`src/hdl/itp_pkg.sv`:
```
// Shared types, constants and helper functions for the infix-to-postfix converter.
// No dependencies; used by every module of the block.
`default_nettype none

package itp_pkg;

	localparam int STACK_DEPTH   = 32;
	localparam int NUM_OPERATORS = 16;
	localparam int AW            = $clog2(STACK_DEPTH);
	localparam int CW            = $clog2(STACK_DEPTH + 1);

	localparam int IN_DATA_W  = 72;
	localparam int OUT_DATA_W = 72;

	localparam logic [2:0] TK_INT   = 3'd0;
	localparam logic [2:0] TK_FLOAT = 3'd1;
	localparam logic [2:0] TK_OP    = 3'd2;
	localparam logic [2:0] TK_LPAR  = 3'd3;
	localparam logic [2:0] TK_RPAR  = 3'd4;
	localparam logic [2:0] TK_END   = 3'd5;

	localparam logic [1:0] OK_OP   = 2'd2;
	localparam logic [1:0] OK_LPAR = 2'd3;

	typedef struct packed {
		logic latch;
		logic push;
		logic push_paren;
		logic pop;
		logic emit;
		logic emit_tok;
		logic last;
	} itp_cmd_t;

	typedef struct packed {
		logic [2:0] kind;
		logic       op_ok;
		logic       empty;
		logic       top_paren;
		logic       top_pops;
		logic       two_plus;
		logic       below_paren;
		logic       below_pops;
		logic       out_free;
	} itp_stat_t;

	function automatic logic [3:0] prec_of(input logic [63:0] tbl, input logic [3:0] code);
		return tbl[{code, 2'b00} +: 4];
	endfunction

	function automatic logic entry_pops(input logic [63:0] tbl, input logic [15:0] rmask,
		input logic [3:0] new_code, input logic [4:0] entry);
		logic [3:0] sp;
		logic [3:0] p;
		sp = prec_of(tbl, entry[3:0]);
		p  = prec_of(tbl, new_code);
		return rmask[new_code] ? (sp > p) : (sp >= p);
	endfunction

endpackage

`default_nettype wire

```
`src/hdl/itp_ctrl.sv`:
```
// Controller state machine of the infix-to-postfix converter.
// Depends on itp_pkg; drives commands to itp_dpath from its status.
`default_nettype none

module itp_ctrl (
	input  wire logic             clk,
	input  wire logic             arst_n,
	input  wire logic             s_axis_tvalid,
	output logic                  s_axis_tready,
	input  wire itp_pkg::itp_stat_t stat,
	output itp_pkg::itp_cmd_t     cmd
);

	typedef enum logic [1:0] {
		ST_IDLE = 2'b01,
		ST_EVAL = 2'b10
	} itp_state_t;

	itp_state_t state_q;
	itp_state_t state_d;

	always_ff @(posedge clk or negedge arst_n) begin
		if (!arst_n) begin
			state_q <= ST_IDLE;
		end else begin
			state_q <= state_d;
		end
	end

	assign s_axis_tready = (state_q == ST_IDLE);

	always_comb begin
		cmd     = '0;
		state_d = state_q;
		unique case (state_q)
			ST_IDLE: begin
				if (s_axis_tvalid) begin
					cmd.latch = 1'b1;
					state_d   = ST_EVAL;
				end
			end
			ST_EVAL: begin
				unique case (stat.kind)
					itp_pkg::TK_INT, itp_pkg::TK_FLOAT: begin
						if (stat.out_free) begin
							cmd.emit     = 1'b1;
							cmd.emit_tok = 1'b1;
							cmd.last     = 1'b1;
							state_d      = ST_IDLE;
						end
					end
					itp_pkg::TK_OP: begin
						if (!stat.op_ok) begin
							state_d = ST_IDLE;
						end else if (!stat.empty && !stat.top_paren && stat.top_pops) begin
							if (stat.out_free) begin
								cmd.emit = 1'b1;
								cmd.pop  = 1'b1;
								cmd.last = !(stat.two_plus && !stat.below_paren
									&& stat.below_pops);
							end
						end else begin
							cmd.push = 1'b1;
							state_d  = ST_IDLE;
						end
					end
					itp_pkg::TK_LPAR: begin
						cmd.push       = 1'b1;
						cmd.push_paren = 1'b1;
						state_d        = ST_IDLE;
					end
					itp_pkg::TK_RPAR: begin
						if (stat.empty) begin
							state_d = ST_IDLE;
						end else if (stat.top_paren) begin
							cmd.pop = 1'b1;
							state_d = ST_IDLE;
						end else if (stat.out_free) begin
							cmd.emit = 1'b1;
							cmd.pop  = 1'b1;
							cmd.last = !stat.two_plus || stat.below_paren;
						end
					end
					itp_pkg::TK_END: begin
						if (stat.empty) begin
							state_d = ST_IDLE;
						end else if (stat.out_free) begin
							cmd.emit = 1'b1;
							cmd.pop  = 1'b1;
							cmd.last = !stat.two_plus;
						end
					end
					default: begin
						state_d = ST_IDLE;
					end
				endcase
			end
			default: begin
				state_d = ST_IDLE;
			end
		endcase
	end

endmodule

`default_nettype wire

```
`src/hdl/itp_dpath.sv`:
```
// Datapath of the infix-to-postfix converter: token register, operator stack
// memory with top and next-below registers, configuration and output register.
// Depends on itp_pkg; controlled by itp_ctrl.
`default_nettype none

module itp_dpath (
	input  wire logic                          clk,
	input  wire logic                          arst_n,
	input  wire logic                          cfg_we,
	input  wire logic                          cfg_index,
	input  wire logic [63:0]                   cfg_wdata,
	input  wire logic [itp_pkg::IN_DATA_W-1:0] s_axis_tdata,
	input  wire logic [2:0]                    s_axis_tuser,
	output logic                               m_axis_tvalid,
	input  wire logic                          m_axis_tready,
	output logic [itp_pkg::OUT_DATA_W-1:0]     m_axis_tdata,
	output logic [1:0]                         m_axis_tuser,
	output logic                               m_axis_tlast,
	input  wire itp_pkg::itp_cmd_t             cmd,
	output itp_pkg::itp_stat_t                 stat
);

	logic [63:0] prec_q;
	logic [15:0] rmask_q;

	logic [2:0]  tok_kind_q;
	logic [3:0]  tok_code_q;
	logic [63:0] tok_value_q;

	logic [4:0]  stack_mem [itp_pkg::STACK_DEPTH];
	logic [4:0]  top_q;
	logic [4:0]  below_q;
	logic [itp_pkg::CW-1:0] count_q;
	logic [itp_pkg::CW-1:0] count_d;
	logic [itp_pkg::CW-1:0] rd_cnt;
	logic [itp_pkg::AW-1:0] rd_addr;
	logic [itp_pkg::AW-1:0] wr_addr;
	logic        full;
	logic        wr_en;
	logic [4:0]  push_entry;
	logic        ovf_q;

	logic        m_valid_q;
	logic [1:0]  m_kind_q;
	logic [3:0]  m_op_q;
	logic [63:0] m_value_q;
	logic        m_last_q;
	logic        m_ovf_q;

	always_ff @(posedge clk or negedge arst_n) begin
		if (!arst_n) begin
			prec_q  <= '0;
			rmask_q <= '0;
		end else if (cfg_we) begin
			if (cfg_index) begin
				rmask_q <= cfg_wdata[15:0];
			end else begin
				prec_q <= cfg_wdata;
			end
		end
	end

	always_ff @(posedge clk) begin
		if (cmd.latch) begin
			tok_kind_q  <= s_axis_tuser;
			tok_code_q  <= s_axis_tdata[3:0];
			tok_value_q <= s_axis_tdata[67:4];
		end
	end

	assign full       = (count_q == itp_pkg::CW'(itp_pkg::STACK_DEPTH));
	assign wr_en      = cmd.push && !full;
	assign wr_addr    = count_q[itp_pkg::AW-1:0];
	assign push_entry = cmd.push_paren ? 5'b10000 : {1'b0, tok_code_q};

	always_comb begin
		count_d = count_q;
		if (wr_en) begin
			count_d = count_q + itp_pkg::CW'(1);
		end else if (cmd.pop) begin
			count_d = count_q - itp_pkg::CW'(1);
		end
	end

	assign rd_cnt  = count_d - itp_pkg::CW'(2);
	assign rd_addr = rd_cnt[itp_pkg::AW-1:0];

	// below_q tracks the entry under the top for the count of the next cycle
	always_ff @(posedge clk) begin
		if (wr_en) begin
			stack_mem[wr_addr] <= push_entry;
		end
		below_q <= stack_mem[rd_addr];
	end

	always_ff @(posedge clk) begin
		if (wr_en) begin
			top_q <= push_entry;
		end else if (cmd.pop) begin
			top_q <= below_q;
		end
	end

	always_ff @(posedge clk or negedge arst_n) begin
		if (!arst_n) begin
			count_q <= '0;
			ovf_q   <= 1'b0;
		end else begin
			count_q <= count_d;
			if (cmd.push && full) begin
				ovf_q <= 1'b1;
			end
		end
	end

	always_ff @(posedge clk or negedge arst_n) begin
		if (!arst_n) begin
			m_valid_q <= 1'b0;
		end else if (cmd.emit) begin
			m_valid_q <= 1'b1;
		end else if (m_axis_tready) begin
			m_valid_q <= 1'b0;
		end
	end

	always_ff @(posedge clk) begin
		if (cmd.emit) begin
			m_last_q <= cmd.last;
			m_ovf_q  <= ovf_q;
			if (cmd.emit_tok) begin
				m_kind_q  <= tok_kind_q[1:0];
				m_op_q    <= '0;
				m_value_q <= tok_value_q;
			end else begin
				m_kind_q  <= top_q[4] ? itp_pkg::OK_LPAR : itp_pkg::OK_OP;
				m_op_q    <= top_q[4] ? 4'd0 : top_q[3:0];
				m_value_q <= '0;
			end
		end
	end

	assign m_axis_tvalid = m_valid_q;
	assign m_axis_tdata  = {3'b000, m_ovf_q, m_value_q, m_op_q};
	assign m_axis_tuser  = m_kind_q;
	assign m_axis_tlast  = m_last_q;

	always_comb begin
		stat.kind        = tok_kind_q;
		stat.op_ok       = (32'(tok_code_q) < itp_pkg::NUM_OPERATORS);
		stat.empty       = (count_q == '0);
		stat.top_paren   = top_q[4];
		stat.top_pops    = itp_pkg::entry_pops(prec_q, rmask_q, tok_code_q, top_q);
		stat.two_plus    = (count_q >= itp_pkg::CW'(2));
		stat.below_paren = below_q[4];
		stat.below_pops  = itp_pkg::entry_pops(prec_q, rmask_q, tok_code_q, below_q);
		stat.out_free    = !m_valid_q || m_axis_tready;
	end

endmodule

`default_nettype wire

```
`src/hdl/infix_to_postfix_converter.sv`:
```
// Infix-to-postfix converter: top level joining itp_ctrl and itp_dpath.
// Depends on itp_pkg, itp_ctrl and itp_dpath.
// Number path: a number token is latched into the token register on transfer, evaluated in
// ST_EVAL and then registered into the output register, waiting while that register is stalled.
// Token flow: a new token is taken only in ST_IDLE; in ST_EVAL the controller evaluates one stack
// entry per cycle against the top register while the output register is free; a stall holds it.
// Reset: arst_n clears the controller, stack count, overflow flag, configuration and
// output valid; stack memory contents stay undefined and need no clearing pass.
`default_nettype none

module infix_to_postfix_converter (
	input  wire logic                          clk,
	input  wire logic                          arst_n,
	input  wire logic                          cfg_we,
	input  wire logic                          cfg_index,
	input  wire logic [63:0]                   cfg_wdata,
	input  wire logic                          s_axis_tvalid,
	output logic                               s_axis_tready,
	input  wire logic [itp_pkg::IN_DATA_W-1:0] s_axis_tdata,  // operator_code, number_value
	input  wire logic [2:0]                    s_axis_tuser,  // token_kind
	output logic                               m_axis_tvalid,
	input  wire logic                          m_axis_tready,
	output logic [itp_pkg::OUT_DATA_W-1:0]     m_axis_tdata,  // out_operator, out_value, overflowed
	output logic [1:0]                         m_axis_tuser,  // out_kind
	output logic                               m_axis_tlast
);

	itp_pkg::itp_cmd_t  cmd;
	itp_pkg::itp_stat_t stat;

	itp_ctrl u_ctrl (
		.clk           (clk),
		.arst_n        (arst_n),
		.s_axis_tvalid (s_axis_tvalid),
		.s_axis_tready (s_axis_tready),
		.stat          (stat),
		.cmd           (cmd)
	);

	itp_dpath u_dpath (
		.clk           (clk),
		.arst_n        (arst_n),
		.cfg_we        (cfg_we),
		.cfg_index     (cfg_index),
		.cfg_wdata     (cfg_wdata),
		.s_axis_tdata  (s_axis_tdata),
		.s_axis_tuser  (s_axis_tuser),
		.m_axis_tvalid (m_axis_tvalid),
		.m_axis_tready (m_axis_tready),
		.m_axis_tdata  (m_axis_tdata),
		.m_axis_tuser  (m_axis_tuser),
		.m_axis_tlast  (m_axis_tlast),
		.cmd           (cmd),
		.stat          (stat)
	);

endmodule

`default_nettype wire

```
`config.mk`:
```
export PLATFORM = sky130hd
export DESIGN_NAME = infix_to_postfix_converter
export DESIGN_NICKNAME = d
export VERILOG_FILES = /design/src/hdl/itp_pkg.sv /design/src/hdl/itp_ctrl.sv /design/src/hdl/itp_dpath.sv /design/src/hdl/infix_to_postfix_converter.sv
export SDC_FILE = /design/constraint.sdc
export NUM_CORES = 1
export LEC_CHECK = 0
export ABC_AREA = 1
export BUFFER_PORTS_ARGS = -buffer_cell sky130_fd_sc_hd__buf_4
export CAP_MARGIN = 0
export CORE_AREA = 2 2 208 210
export CTS_BUF_LIST = sky130_fd_sc_hd__clkbuf_16
export DETAILED_ROUTE_END_ITERATION = 10
export DIE_AREA = 0 0 210 212
export PLACE_DENSITY_LB_ADDON = 0.2
export SLEW_MARGIN = 40
export SYNTH_ARGS = -nofsm -noshare
export SYNTH_HDL_FRONTEND = slang
export SYNTH_HIERARCHICAL = 1
export SYNTH_SLANG_ARGS = --single-unit
```
`constraint.sdc`:
```
create_clock -name clk -period 5.5 [get_ports clk]
set_input_delay 1.65 -clock clk [delete_from_list [all_inputs] [get_ports clk]]
set_output_delay 1.65 -clock clk [all_outputs]
set_load 0.01 [all_outputs]
```
## Word level (Yosys, flattened, before mapping)

Memories as Yosys holds them, arrays and structs flattened. A register that Yosys moved wholly into a read port is not among the register bits.
Index checks and enable logic that the tools add are counted.

- Add/subtract/negate cells: 3
- Multipliers: 0
- Div/mod/pow operators: 0
- $lt $le $gt $ge: 6
- Equality and inequality tests: 13
- Shifts and indexed selects: 3
- Mux-type cells: 47
- Bitwise logic cells: 1
- Reduce and logical (&&, ||, !) cells: 24

Operator list:

| kind | number |
|---|---|
| $shiftx A64 B7 Y4 | 3 |
| $mux W1 | 22 |
| $mux W2 | 11 |
| $mux W6 | 3 |
| $mux W5 | 3 |
| $ge A4 B4 Y1 | 2 |
| $gt A4 B4 Y1 | 2 |
| $pmux W1 S4 | 2 |
| $pmux W2 S4 | 1 |
| $logic_not A1 Y1 | 7 |
| $add A6 B1 Y6 const B | 1 |
| $eq A3 B2 Y1 const B | 2 |
| $eq A3 B3 Y1 const B | 2 |
| $eq A6 B6 Y1 const B | 1 |
| $ge A6 B2 Y1 const B | 1 |
| $logic_and A1 B1 Y1 | 6 |
| $logic_not A6 Y1 | 1 |
| $ne A3 B3 Y1 const B | 2 |
| $sub A6 B1 Y6 const B | 1 |
| $lt A4 B5 Y1 const B | 1 |
| $reduce_and A5 Y1 | 1 |
| $sub A5 B2 Y5 const B | 1 |
| $bmux W1 S4 | 1 |
| $ne A4 B2 Y1 const B | 1 |
| other kinds (15) | 19 |

- Register bits: 238
- Bits in latches: 0
- RAM bits: 160
- Bits in read-only memories: 0
- Bits of input ports: 145
- Output and inout port bits: 77
- Logic and storage cells: 113
- Memories kept: 1

Memory list:

| memory | words | width | rd ports | clocked after memory_dff | wr ports | line | text |
|---|---|---|---|---|---|---|---|
| u_dpath.stack_mem | 32 | 5 | 1 | 1 | 1 | itp_dpath.sv:30 | `logic [4:0] stack_mem [itp_pkg::STACK_DEPTH];` |

## Depth between registers and ports, before layout

Gate-level depths: netlist (run 1).

- Depth after elaboration: 12
- Gate-level depth with buffers: 33
- Depth with buffers taken out: 29

## Modules after synthesis

Netlist (run 1), hierarchy kept.

By module, submodules not included:

| module | times used | cells an instance | area an instance (um^2) | sequential area each (um^2) |
|---|---|---|---|---|
| itp_dpath | 1 | 1648 | 17521.8 | 11551.1 |
| itp_ctrl | 1 | 73 | 429.2 | 51.3 |

## Worst setup path after synthesis (run 1)

No wires, ideal clock.

- Path type: input-to-reg
- From: in s_axis_tvalid
- To: reg u_dpath.tok_code_q[0], enable pin
- Library setup time: 0.503 ns
- Arrival: 4.720 ns
- Required time: 4.997 ns
- Setup slack: 0.276 ns
- Stages on the path: 2
- Path buffers: 0
- Cells stage by stage: inv_1 > nor2_1

RTL lines:

| what | line | text |
|---|---|---|
| start, declared | infix_to_postfix_converter.sv:17 | `input wire logic s_axis_tvalid,` |
| end signal, assigned | itp_dpath.sv:66 | `tok_code_q <= s_axis_tdata[3:0];` |
| end, declared | itp_dpath.sv:27 | `logic [3:0] tok_code_q;` |

==> run metrics, run 1 <==
total grt overflow=0; Fmax achieved=198.7 MHz; HP Start=u_dpath/rmask_q[2]; Largest stage delay, worst path=0.42 ns; syn_area_per_cell=10.43 um^2; TritonCTS clock tree=done; Finish-stage setup viols=0; DRC viols=0; synth-to-layout area growth=20.22%; Final TNS setup=0 ns; skew final=0.02225 ns; Core ar.=42510 um^2; WS Path Type=reg2reg; status=finished clean; synth unique cells=46; cell family with most CP delay=compound AO/OA/AOI/OAI gates; Leak=9.007 nW; CP Launch Point=u_dpath/tok_code_q[0]; VDD IR max=0.2453 mV; root buffer selected by CTS=clkbuf_16; total track usage=21.63%; crit path launch type=register; crit path buf inv count=6; met1 WL=19690 um; Cells after Synth=1721; synthesized flop and latch total=403; crit path max fanout=45; met3 wire len=2541 um; Fill cells=3872; initial DRC count=1273; Post-synth EDFFs=308; Max Root-Sink Buffers=3; worst hold slack=0.4844 ns; Critical Path End Type=register; ranking of synthesized cells by area=edfxtp_1 52%, dfrtp_1 12%, o21ai_0 5.8%, nand2_1 5.3%, nand3_1 4.9%; leading area contributor after synthesis=edfxtp_1; DR vias/cell=5.305; Reg clk slew, reported paths=0.06 ns; pwr dens=415.5 nW/um^2; ant diodes=0; layout cell share with drive strength beyond 1=19.79%; FFs w/ async S/R, synth=22.33%; maxcap violations=0; routability cong.=0.9032; I/O pins=222; Worst Hold Class=reg2reg; Die ar.=44520 um^2; R2R Setup Slk=0.47 ns; metal2 WL=24190 um; nets=2077; std cell rows=76; routed length per instance=19.23 um; unrepaired setup endpoints after global routing=no; PortBufs=214; Slew Viols, Final=0; first-pass GRT wire length=74400 um; max_slew headroom=48.13%; Primary FF master, synth=edfxtp_1; vias in the first global route=13220; Post-Route WL=48000 um; Period minus WS final=5.034 ns; CP arrival=5.54 ns; area of the mapped netlist=17950 um^2; Least-Margin Pin Slew=0.7709 ns; ANT nets after route=0; clk_lat worst skew=0.58 ns; share of the yosys chip area belonging to registers=64.63%; Final Hold Viols=0; Num CTS Buffers=44; detailed placement HPWL=32210 um; vias=13240; share of the synthesized area in the top cell type=51.52%; starting density of the core=42.23%; required time of the critical path=6.01 ns; Highest Signal Layer=met4; slowest CP cell=edfxtp_1; H-tree depth=2; Crit Reg-Reg Startpoint=u_dpath/tok_code_q[0]; First-pass DRT Iterations=5; clk sinks=403; Die H=212 um; Syn. warnings=6; largest net degree at the start of global routing=73; antenna violations before repair=0; Final Cycle Share=91.53%; Die X=210 um
[logic make-up after synthesis]
group | Yosys count | synth area share [%]
xor+xnor | 3 | 0.1882
flops | 403 | 64.63
other cells | 2 | 0.04184
fa+ha+maj | 14 | 0.9758
simple gates | 654 | 15.84
mux | 31 | 1.910
buf+inv | 282 | 6.545
compound gates | 332 | 9.870
[final cells by class]
class,instances,area (um^2),area share [%]
Sequential cell,403,11610,53.79
Multi-Input combinational cell,1038,5251,24.33
Timing Repair Buffer,250,2023,9.375
Clock buffer,45,1126,5.218
Inverter,181,690.7,3.200
Tap cell,546,683.2,3.166
Clock inverter,33,198.9,0.9218
[power by group]
group / leakage, nW / switching [mW] / internal, mW
combinational: 4.45 / 1.62 / 0.829
clock: 0.703 / 1.16 / 1.57
sequential: 3.86 / 0.281 / 3.50
total: 9.01 / 3.07 / 5.90
[worst paths after layout]
path,end,depth (start not counted)
worst max-delay path,u_dpath/below_q[1],27
max in group asynchronous,u_dpath/count_q[2],2
worst min register to register,u_dpath/rmask_q[2],2
worst max register to register,u_dpath/below_q[1],27
worst min-delay path,u_dpath/rmask_q[2],2
min in group asynchronous,u_dpath/prec_q[60],1
[synthesized netlist by cell type (all sizes together), types with 4 or more instances]
cell type,n
a21oi,83
buf,42
clkbuf,59
dfrtp,89
dfxtp,5
edfxtp,308
ha,14
inv,181
mux2,26
mux2i,5
nand2,268
nand3,178
nand4,8
nor2,194
nor3,4
o211ai,10
o21ai,212
o221ai,15
o22ai,7
[cell usage in the layout (no fill, tap or decap), types with 4 or more instances in the layout]
master	count
ha_1	14
conb_1	4
a21oi_1	83
clkinv_1	11
buf_12	6
clkinv_2	5
nand3_1	176
o221ai_1	15
edfxtp_1	308
nand4_1	8
mux2i_1	5
nor2_1	178
dfrtp_1	89
buf_4	238
o21ai_0	207
inv_2	11
mux2_2	26
nor2_4	9
nand2_1	253
o22ai_1	7
inv_1	181
clkbuf_16	45
o211ai_1	10
nand2_4	5
nand2_2	10
nor2_2	6
[tightest hold or removal path, stage by stage, from the launching register on]
cell and delay (ns):
dfrtp_1 0.34, nand2_1 0.05, o21ai_0 0.05
[layer usage]
layer,global-route usage (%),vias to the layer above
met5,0,-
met4,8.902,0
met3,2.939,102
met2,37.30,413
met1,27.63,6452
li1,-,6274
[metrics by stage]
| stage | total power [mW] | worst slack [ns] | util [%] | cell area, um^2 | std cells |
|---|---|---|---|---|---|
| final | 8.966 | 0.4661 | 50.77 | 21580 | 2496 |
| after global routing | 9.481 | 0.02489 | 50.77 | 21580 | 2496 |
| after CTS | 9.021 | 0.1974 | 50.43 | 21440 | 2488 |
| after detailed placement | 6.256 | 0.2255 | 47.32 | 20110 | 2410 |
| after global placement | 6.208 | 0.2140 | 47.16 | 20050 | 2408 |
| after floorplan | 5.466 | 0.2765 | - | 17960 | 1723 |
[flip-flops by register name, indices dropped and copies added (netlist names)]
name,count
u_dpath/below_q,5
u_dpath/ovf_q,1
u_dpath/count_q,6
u_dpath/m_value_q,64
u_ctrl/state_q,2
u_dpath/prec_q,64
u_dpath/tok_value_q,64
u_dpath/m_axis_tuser,2
u_dpath/top_q,5
u_dpath/m_ovf_q,1
u_dpath/tok_code_q,4
u_dpath/m_axis_tvalid,1
u_dpath/tok_kind_q,3
u_dpath/m_op_q,4
u_dpath/rmask_q,16
u_dpath/m_axis_tlast,1
u_dpath/stack_mem,160
[repair_timing]
| action | in CTS | in global routing |
|---|---|---|
| buffers inserted | 0 | 5 |
| hold buffers | 0 | 0 |
| setup endpoints to repair | 0 | 5 |
| resized for setup | 0 | 7 |
No activity file was read; power rests on OpenSTA's default activity.
==> inputs of run 2 (changes only) <==
- PLACE_DENSITY: default -> 0.71
- PLACE_DENSITY_LB_ADDON: 0.2 -> default
==> run metrics, run 2 (synthesis results as in run 1) <==
status=finished clean; reg2reg path depth=29 (+7.4%); placed insts=2410 (unchanged); Final Hold Viols=0 (unchanged); required time of the critical path=6.00 ns (about the same); final core utilization=50.77% (unchanged); crit path launch type=register; Finish-stage setup viols=0 (unchanged); post-route insts no fill=2499 (+0.12%); pwr dens=412.5 nW/um^2 (-0.71%); Slew Viols, Final=0 (unchanged); layout cell share with drive strength beyond 1=19.92% (+0.12 points); CTS Hold Bufs=0 (unchanged); Reg clk slew, reported paths=0.06 ns (about the same); root buffer selected by CTS=clkbuf_16; Worst Hold Class=reg2reg; largest net degree at the start of global routing=103 (+41%); Largest Register=u_dpath/stack_mem; Critical Path End Type=register; Die H=212 um (unchanged); cell family with most CP delay=simple AND/OR/NAND/NOR gates; VDD IR max=0.3047 mV (+24%); First-pass DRT Iterations=6 (+1); detailed placement HPWL=31570 um (-2.0%); vias=13340 (+0.77%); WS Path Type=reg2reg; total track usage=20.48% (-1.1 points); Crit path depth=29 (+7.4%); Fmax achieved=193.5 MHz (-2.6%); total grt overflow=0 (unchanged); ANT nets after route=0 (unchanged); final total power=8.903 mW (-0.71%); Largest stage delay, worst path=0.62 ns (+0.20 ns); max_slew headroom=43.86% (-4.3 points); DRC viols=0 (unchanged); most frequent cells in the layout=308 x edfxtp_1, 253 x nand2_1, 240 x buf_4, 207 x o21ai_0, 180 x inv_1; worst hold path depth=0 (-2); Crit path top cell by count=nand2_1; crit path buf inv count=6 (unchanged); vias in the first global route=12850 (-2.8%); routability cong.=0.9328 (+3.3%); crit path max fanout=40 (-11%); synth-to-layout area growth=20.22% (unchanged); Max Root-Sink Buffers=3 (unchanged); Die ar.=44520 um^2 (unchanged); antenna violations before repair=0 (unchanged); nets=2078 (+0.048%); Die X=210 um (unchanged); skew final=0.01325 ns (-0.008992 ns); final setup margin=0.3319 ns (-0.1342 ns); PortBufs=214 (unchanged); CP arrival=5.67 ns (+0.13 ns); commonest non-fill, non-tap cell in the layout=edfxtp_1; Num CTS Buffers=43 (-2.3%); DR vias/cell=5.339 (+0.65%); Core ar.=42510 um^2 (unchanged); Final Cell Area=21580 um^2 (unchanged); maxcap violations=0 (unchanged); Least-Margin Pin Slew=0.8392 ns (+0.06828 ns); starting density of the core=42.23% (unchanged); I/O pins=222 (unchanged); Period minus WS final=5.168 ns (+0.1342 ns); Final Cycle Share=93.96% (+2.4 points); Setup Slack @ Placement=0.1175 ns (-0.1081 ns); Leak=8.981 nW (-0.28%); initial DRC count=1491 (+17%); clk_lat worst skew=0.57 ns (about the same); Post-Route WL=46610 um (-2.9%); placed cell areas=20100 um^2 (about the same); TritonCTS clock tree=done; routed length per instance=18.65 um (-3.0%); ant diodes=0 (unchanged); H-tree depth=2 (unchanged); max reg flops=160 (unchanged); slowest CP cell=edfxtp_1; std cell rows=76 (unchanged); clk sinks=403 (unchanged); first-pass GRT wire length=70680 um (-5.0%)
-- run 2: repair_timing --
item | in CTS | in global routing
endpoints found under the setup margin | 0 | 5
buffers inserted | 0 | 8
gates resized for setup | 0 | 10
-- run 2: metrics by stage --
stage / hold slack, ns / TNS (ns)
floorplan: 0.4259 / 0
global placement: 0.4405 / 0
detailed placement: 0.4568 / 0
CTS: 0.4667 / 0
global route: 0.4833 / -0.005951
finish: 0.4616 / 0
-- run 2: routing by layer --
metal  global-route usage (%)  part of all wire, %
met5                        0                    0
met4                    8.804                  3.7
met3                    3.043                  6.4
met1                    26.35                   40
met2                    34.71                   50
-- run 2: final timing paths --
path / startpoint / to / slack [ns]
worst max-delay path: u_dpath/tok_code_q[2] / u_dpath/below_q[1] / 0.33
worst min-delay path: u_dpath/ovf_q / u_dpath/m_ovf_q / 0.46
worst max register to register: u_dpath/tok_code_q[2] / u_dpath/below_q[1] / 0.33
worst min register to register: u_dpath/ovf_q / u_dpath/m_ovf_q / 0.46
max in group asynchronous: arst_n / u_ctrl/state_q[0] / 3.54
min in group asynchronous: arst_n / u_dpath/prec_q[61] / 1.06
-- run 2: area by class of cell --
cell class              count  area (um^2)
well taps                 546        683.2
inverters                 181        694.4
repair buffers            252         2042
clock inverters            35        203.9
flip-flops and latches    403        11610
fillers                  3675        20930
multi-input cells        1038         5250
clock buffers              44         1101
-- run 2: where the power goes --
part,internal (mW),leakage [nW],switching [mW]
logic,0.852,4.44,1.64
registers,3.50,3.86,0.248
clock network,1.50,0.681,1.16
total,5.85,8.98,3.05
==> inputs of run 3 (changes only) <==
- ABC_AREA: 1 -> 0
- CORE_AREA: 2 2 208 210 -> 2 2 209 211
- DIE_AREA: 0 0 210 212 -> 0 0 211 213
==> run metrics, run 3 <==
most frequent cells in the layout=334 x buf_4, 308 x edfxtp_1, 112 x a221oi_1, 89 x dfrtp_1; Largest stage delay, worst path=0.55 ns (-0.07 ns); Worst Hold Class=reg2reg; Syn. warnings=6 (unchanged); std cell rows=76 (unchanged); Cells after Synth=1138 (-34%); initial DRC count=983 (-34%); Critical Path End Type=register; crit path launch type=register; area of the mapped netlist=18120 um^2 (+0.92%); worst hold slack=0.5133 ns (+0.05172 ns); post-route insts no fill=2029 (-19%); largest net degree at the start of global routing=74 (-28%); vias=11810 (-12%); syn_area_per_cell=15.92 um^2 (+53%); ANT nets after route=0 (unchanged); First-pass DRT Iterations=6 (unchanged); final setup margin=-0.2627 ns (-0.5946 ns); Crit path top cell by count=mux4_2; skew final=0.01756 ns (+0.004312 ns); post-synthesis simple-gate area fraction=6.913% (-8.9 points); Die X=211 um (+0.48%); Leak=8.679 nW (-3.4%); count leader, synth=edfxtp_1; Reg clk slew, reported paths=0.06 ns (about the same); Multi-input gate area=6621 um^2 (+26%); VDD IR max=0.2642 mV (-13%); nets=1610 (-23%); Post-Route WL=45300 um (-2.8%); Die H=213 um (+0.47%); max_slew headroom=46.49% (+2.6 points); Period minus WS final=5.763 ns (+0.5946 ns); mux cell area share after synthesis=16.13% (+14 points); total track usage=19.84% (-0.64 points); Primary FF master, synth=edfxtp_1; synthesized flop and latch total=403 (unchanged); crit path max fanout=8 (-80%); Max Root-Sink Buffers=3 (unchanged); placed insts=1932 (-20%); Setup Slack @ Placement=-0.4931 ns (-0.6106 ns); Synth Area in Compound Gates=8.923% (-0.95 points); required time of the critical path=5.93 ns (-0.07 ns); largest family of logic cells by synthesized area=multiplexers; critical-path cell list=buf_12, mux4_2, mux4_2, ha_4, and3_4, a221oi_2, a31oi_2, or3b_4, nor4_4, a32oi_2, nor2_4, nand2_2, xnor2_2, nor2_1, nor3_2, inv_1, ha_4, buf_12, mux4_2, and2_4, a2111oi_4, nor4_2; worst hold path depth=1 (+1); share of the yosys chip area belonging to registers=64.04% (-0.59 points); root buffer selected by CTS=clkbuf_16; leading area contributor after synthesis=edfxtp_1; routed length per instance=22.33 um (+20%); unrepaired setup endpoints after global routing=yes; antenna violations before repair=0 (unchanged); DRC viols=0 (unchanged); Final Hold Viols=0 (unchanged); share of the synthesized area in the top cell type=51.05% (-0.47 points); Fill cells=3312 (-9.9%); pwr dens=451.8 nW/um^2 (+9.5%); reg2reg path depth=22 (-24%); H-tree depth=2 (unchanged); layout cell share with drive strength beyond 1=44.77% (+25 points); WS Path Type=reg2reg; routability cong.=0.8578 (-8.0%); PortBufs=214 (unchanged); Num CTS Buffers=43 (unchanged); synth cell count leaders=308 x edfxtp_1, 122 x a221oi_1, 89 x dfrtp_1; max reg flops=160 (unchanged); Largest Register=u_dpath/stack_mem; FFs w/ async S/R, synth=22.33% (unchanged); CP arrival=6.19 ns (+0.52 ns); ranking of synthesized cells by area=edfxtp_1 51%, dfrtp_1 12%, mux4_2 11%, a221oi_1 5.9%, mux2_2 5.3%; final core utilization=54.50% (+3.7 points); synth-to-layout area growth=28.46%; total grt overflow=0 (unchanged); starting density of the core=42.43% (+0.20 points); Post-synth EDFFs=308 (unchanged); vias in the first global route=12020 (-6.5%); Synth Area in XOR/XNOR=0.5180% (+0.33 points); Die ar.=44940 um^2 (+0.95%); TritonCTS clock tree=done; clk sinks=403 (unchanged); I/O pins=222 (unchanged); first-pass GRT wire length=68840 um (-2.6%); register area=11600 um^2 (about the same); synth unique cells=58 (+26%); Core ar.=42700 um^2 (+0.45%); DR vias/cell=5.819 (+9.0%); slowest CP cell=mux4_2; clk_lat worst skew=0.56 ns (about the same); final total power=10.51 mW (+18%); ant diodes=0 (unchanged); status=complete, but fails checks; Final Cycle Share=104.8% (+11 points); failing checks=negative setup slack; Least-Margin Pin Slew=0.7965 ns (-0.04265 ns); maxcap violations=0 (unchanged); Post-Synth Adder-Cell Area=0.9669% (-0.0089 points); Slew Viols, Final=0 (unchanged); detailed placement HPWL=29870 um (-5.4%); Finish-stage setup viols=5 (+5); commonest non-fill, non-tap cell in the layout=buf_4; Fmax achieved=173.5 MHz (-10%)
==> run 3: worst paths after layout <==
path | end | slack, ns | start
min in group asynchronous | u_dpath/prec_q[39] | 1.06 | arst_n
hold reg to reg | u_dpath/rmask_q[14] | 0.51 | u_dpath/rmask_q[14]
setup / recovery | u_dpath/below_q[2] | -0.26 | u_dpath/top_q[0]
max in group asynchronous | u_dpath/rmask_q[14] | 3.53 | arst_n
setup reg to reg | u_dpath/below_q[2] | -0.26 | u_dpath/top_q[0]
hold / removal | u_dpath/rmask_q[14] | 0.51 | u_dpath/rmask_q[14]
==> run 3: logic make-up after synthesis <==
| kind of cell | Yosys count |
|---|---|
| xor gates and xnor gates | 9 |
| AOI/OAI and AO/OA | 197 |
| and+or+nand+nor | 232 |
| other | 2 |
| buffers and inverters | 106 |
| DFF | 403 |
| adders and majority gates | 14 |
| muxes | 175 |
==> run 3: through the flow <==
step           TNS [ns]  area (um^2)
2_1_floorplan   -0.7407        18490
3_3_place_gp     -1.824        21420
3_5_place_dp     -2.014        21470
4_1_cts          -1.017        22970
5_1_grt          -2.087        23270
6_report         -1.154        23270
==> run 3: report_power, final <==
group	leakage [nW]	switching, mW	internal, mW	total, mW
combinational	3.93	2.03	1.98	4.01
clock	0.708	1.16	1.64	2.80
sequential	4.05	0.201	3.50	3.71
==> run 3: worst max-delay path: cells and delay by family, from the launching register on <==
family / cells / cell delay (ns)
fa+ha+maj: 2 / 0.64
flops: 1 / 0.42
simple gates: 9 / 1.74
buf+inv: 3 / 0.40
xor+xnor: 1 / 0.14
mux: 3 / 1.55
compound gates: 4 / 0.72
==> run 3: metal layers <==
layer / vias to the layer above / routed length, um / track usage, %
met5: - / 0 / 0
met2: 475 / 23320 / 34.77
met3: 93 / 2647 / 2.809
li1: 5237 / - / -
met1: 6001 / 18100 / 25.47
met4: 0 / 1233 / 6.581
==> run 3: layout make-up <==
type | count | share of cell area [%]
multi-input combinational | 631 | 28.45
clock inverter | 33 | 1.140
clock buffer | 44 | 4.731
tap | 546 | 2.936
sequential | 403 | 49.86
timing repair buffer | 357 | 12.64
inverter | 15 | 0.2419
==> run 3: what timing repair did <==
item	in CTS	in global routing
pin swaps	7	21
buffers inserted	6	15
hold buffers	0	0
resized for setup	15	34
gates cloned	1	1
endpoints found under the hold margin	0	0
endpoints found under the setup margin	5	5
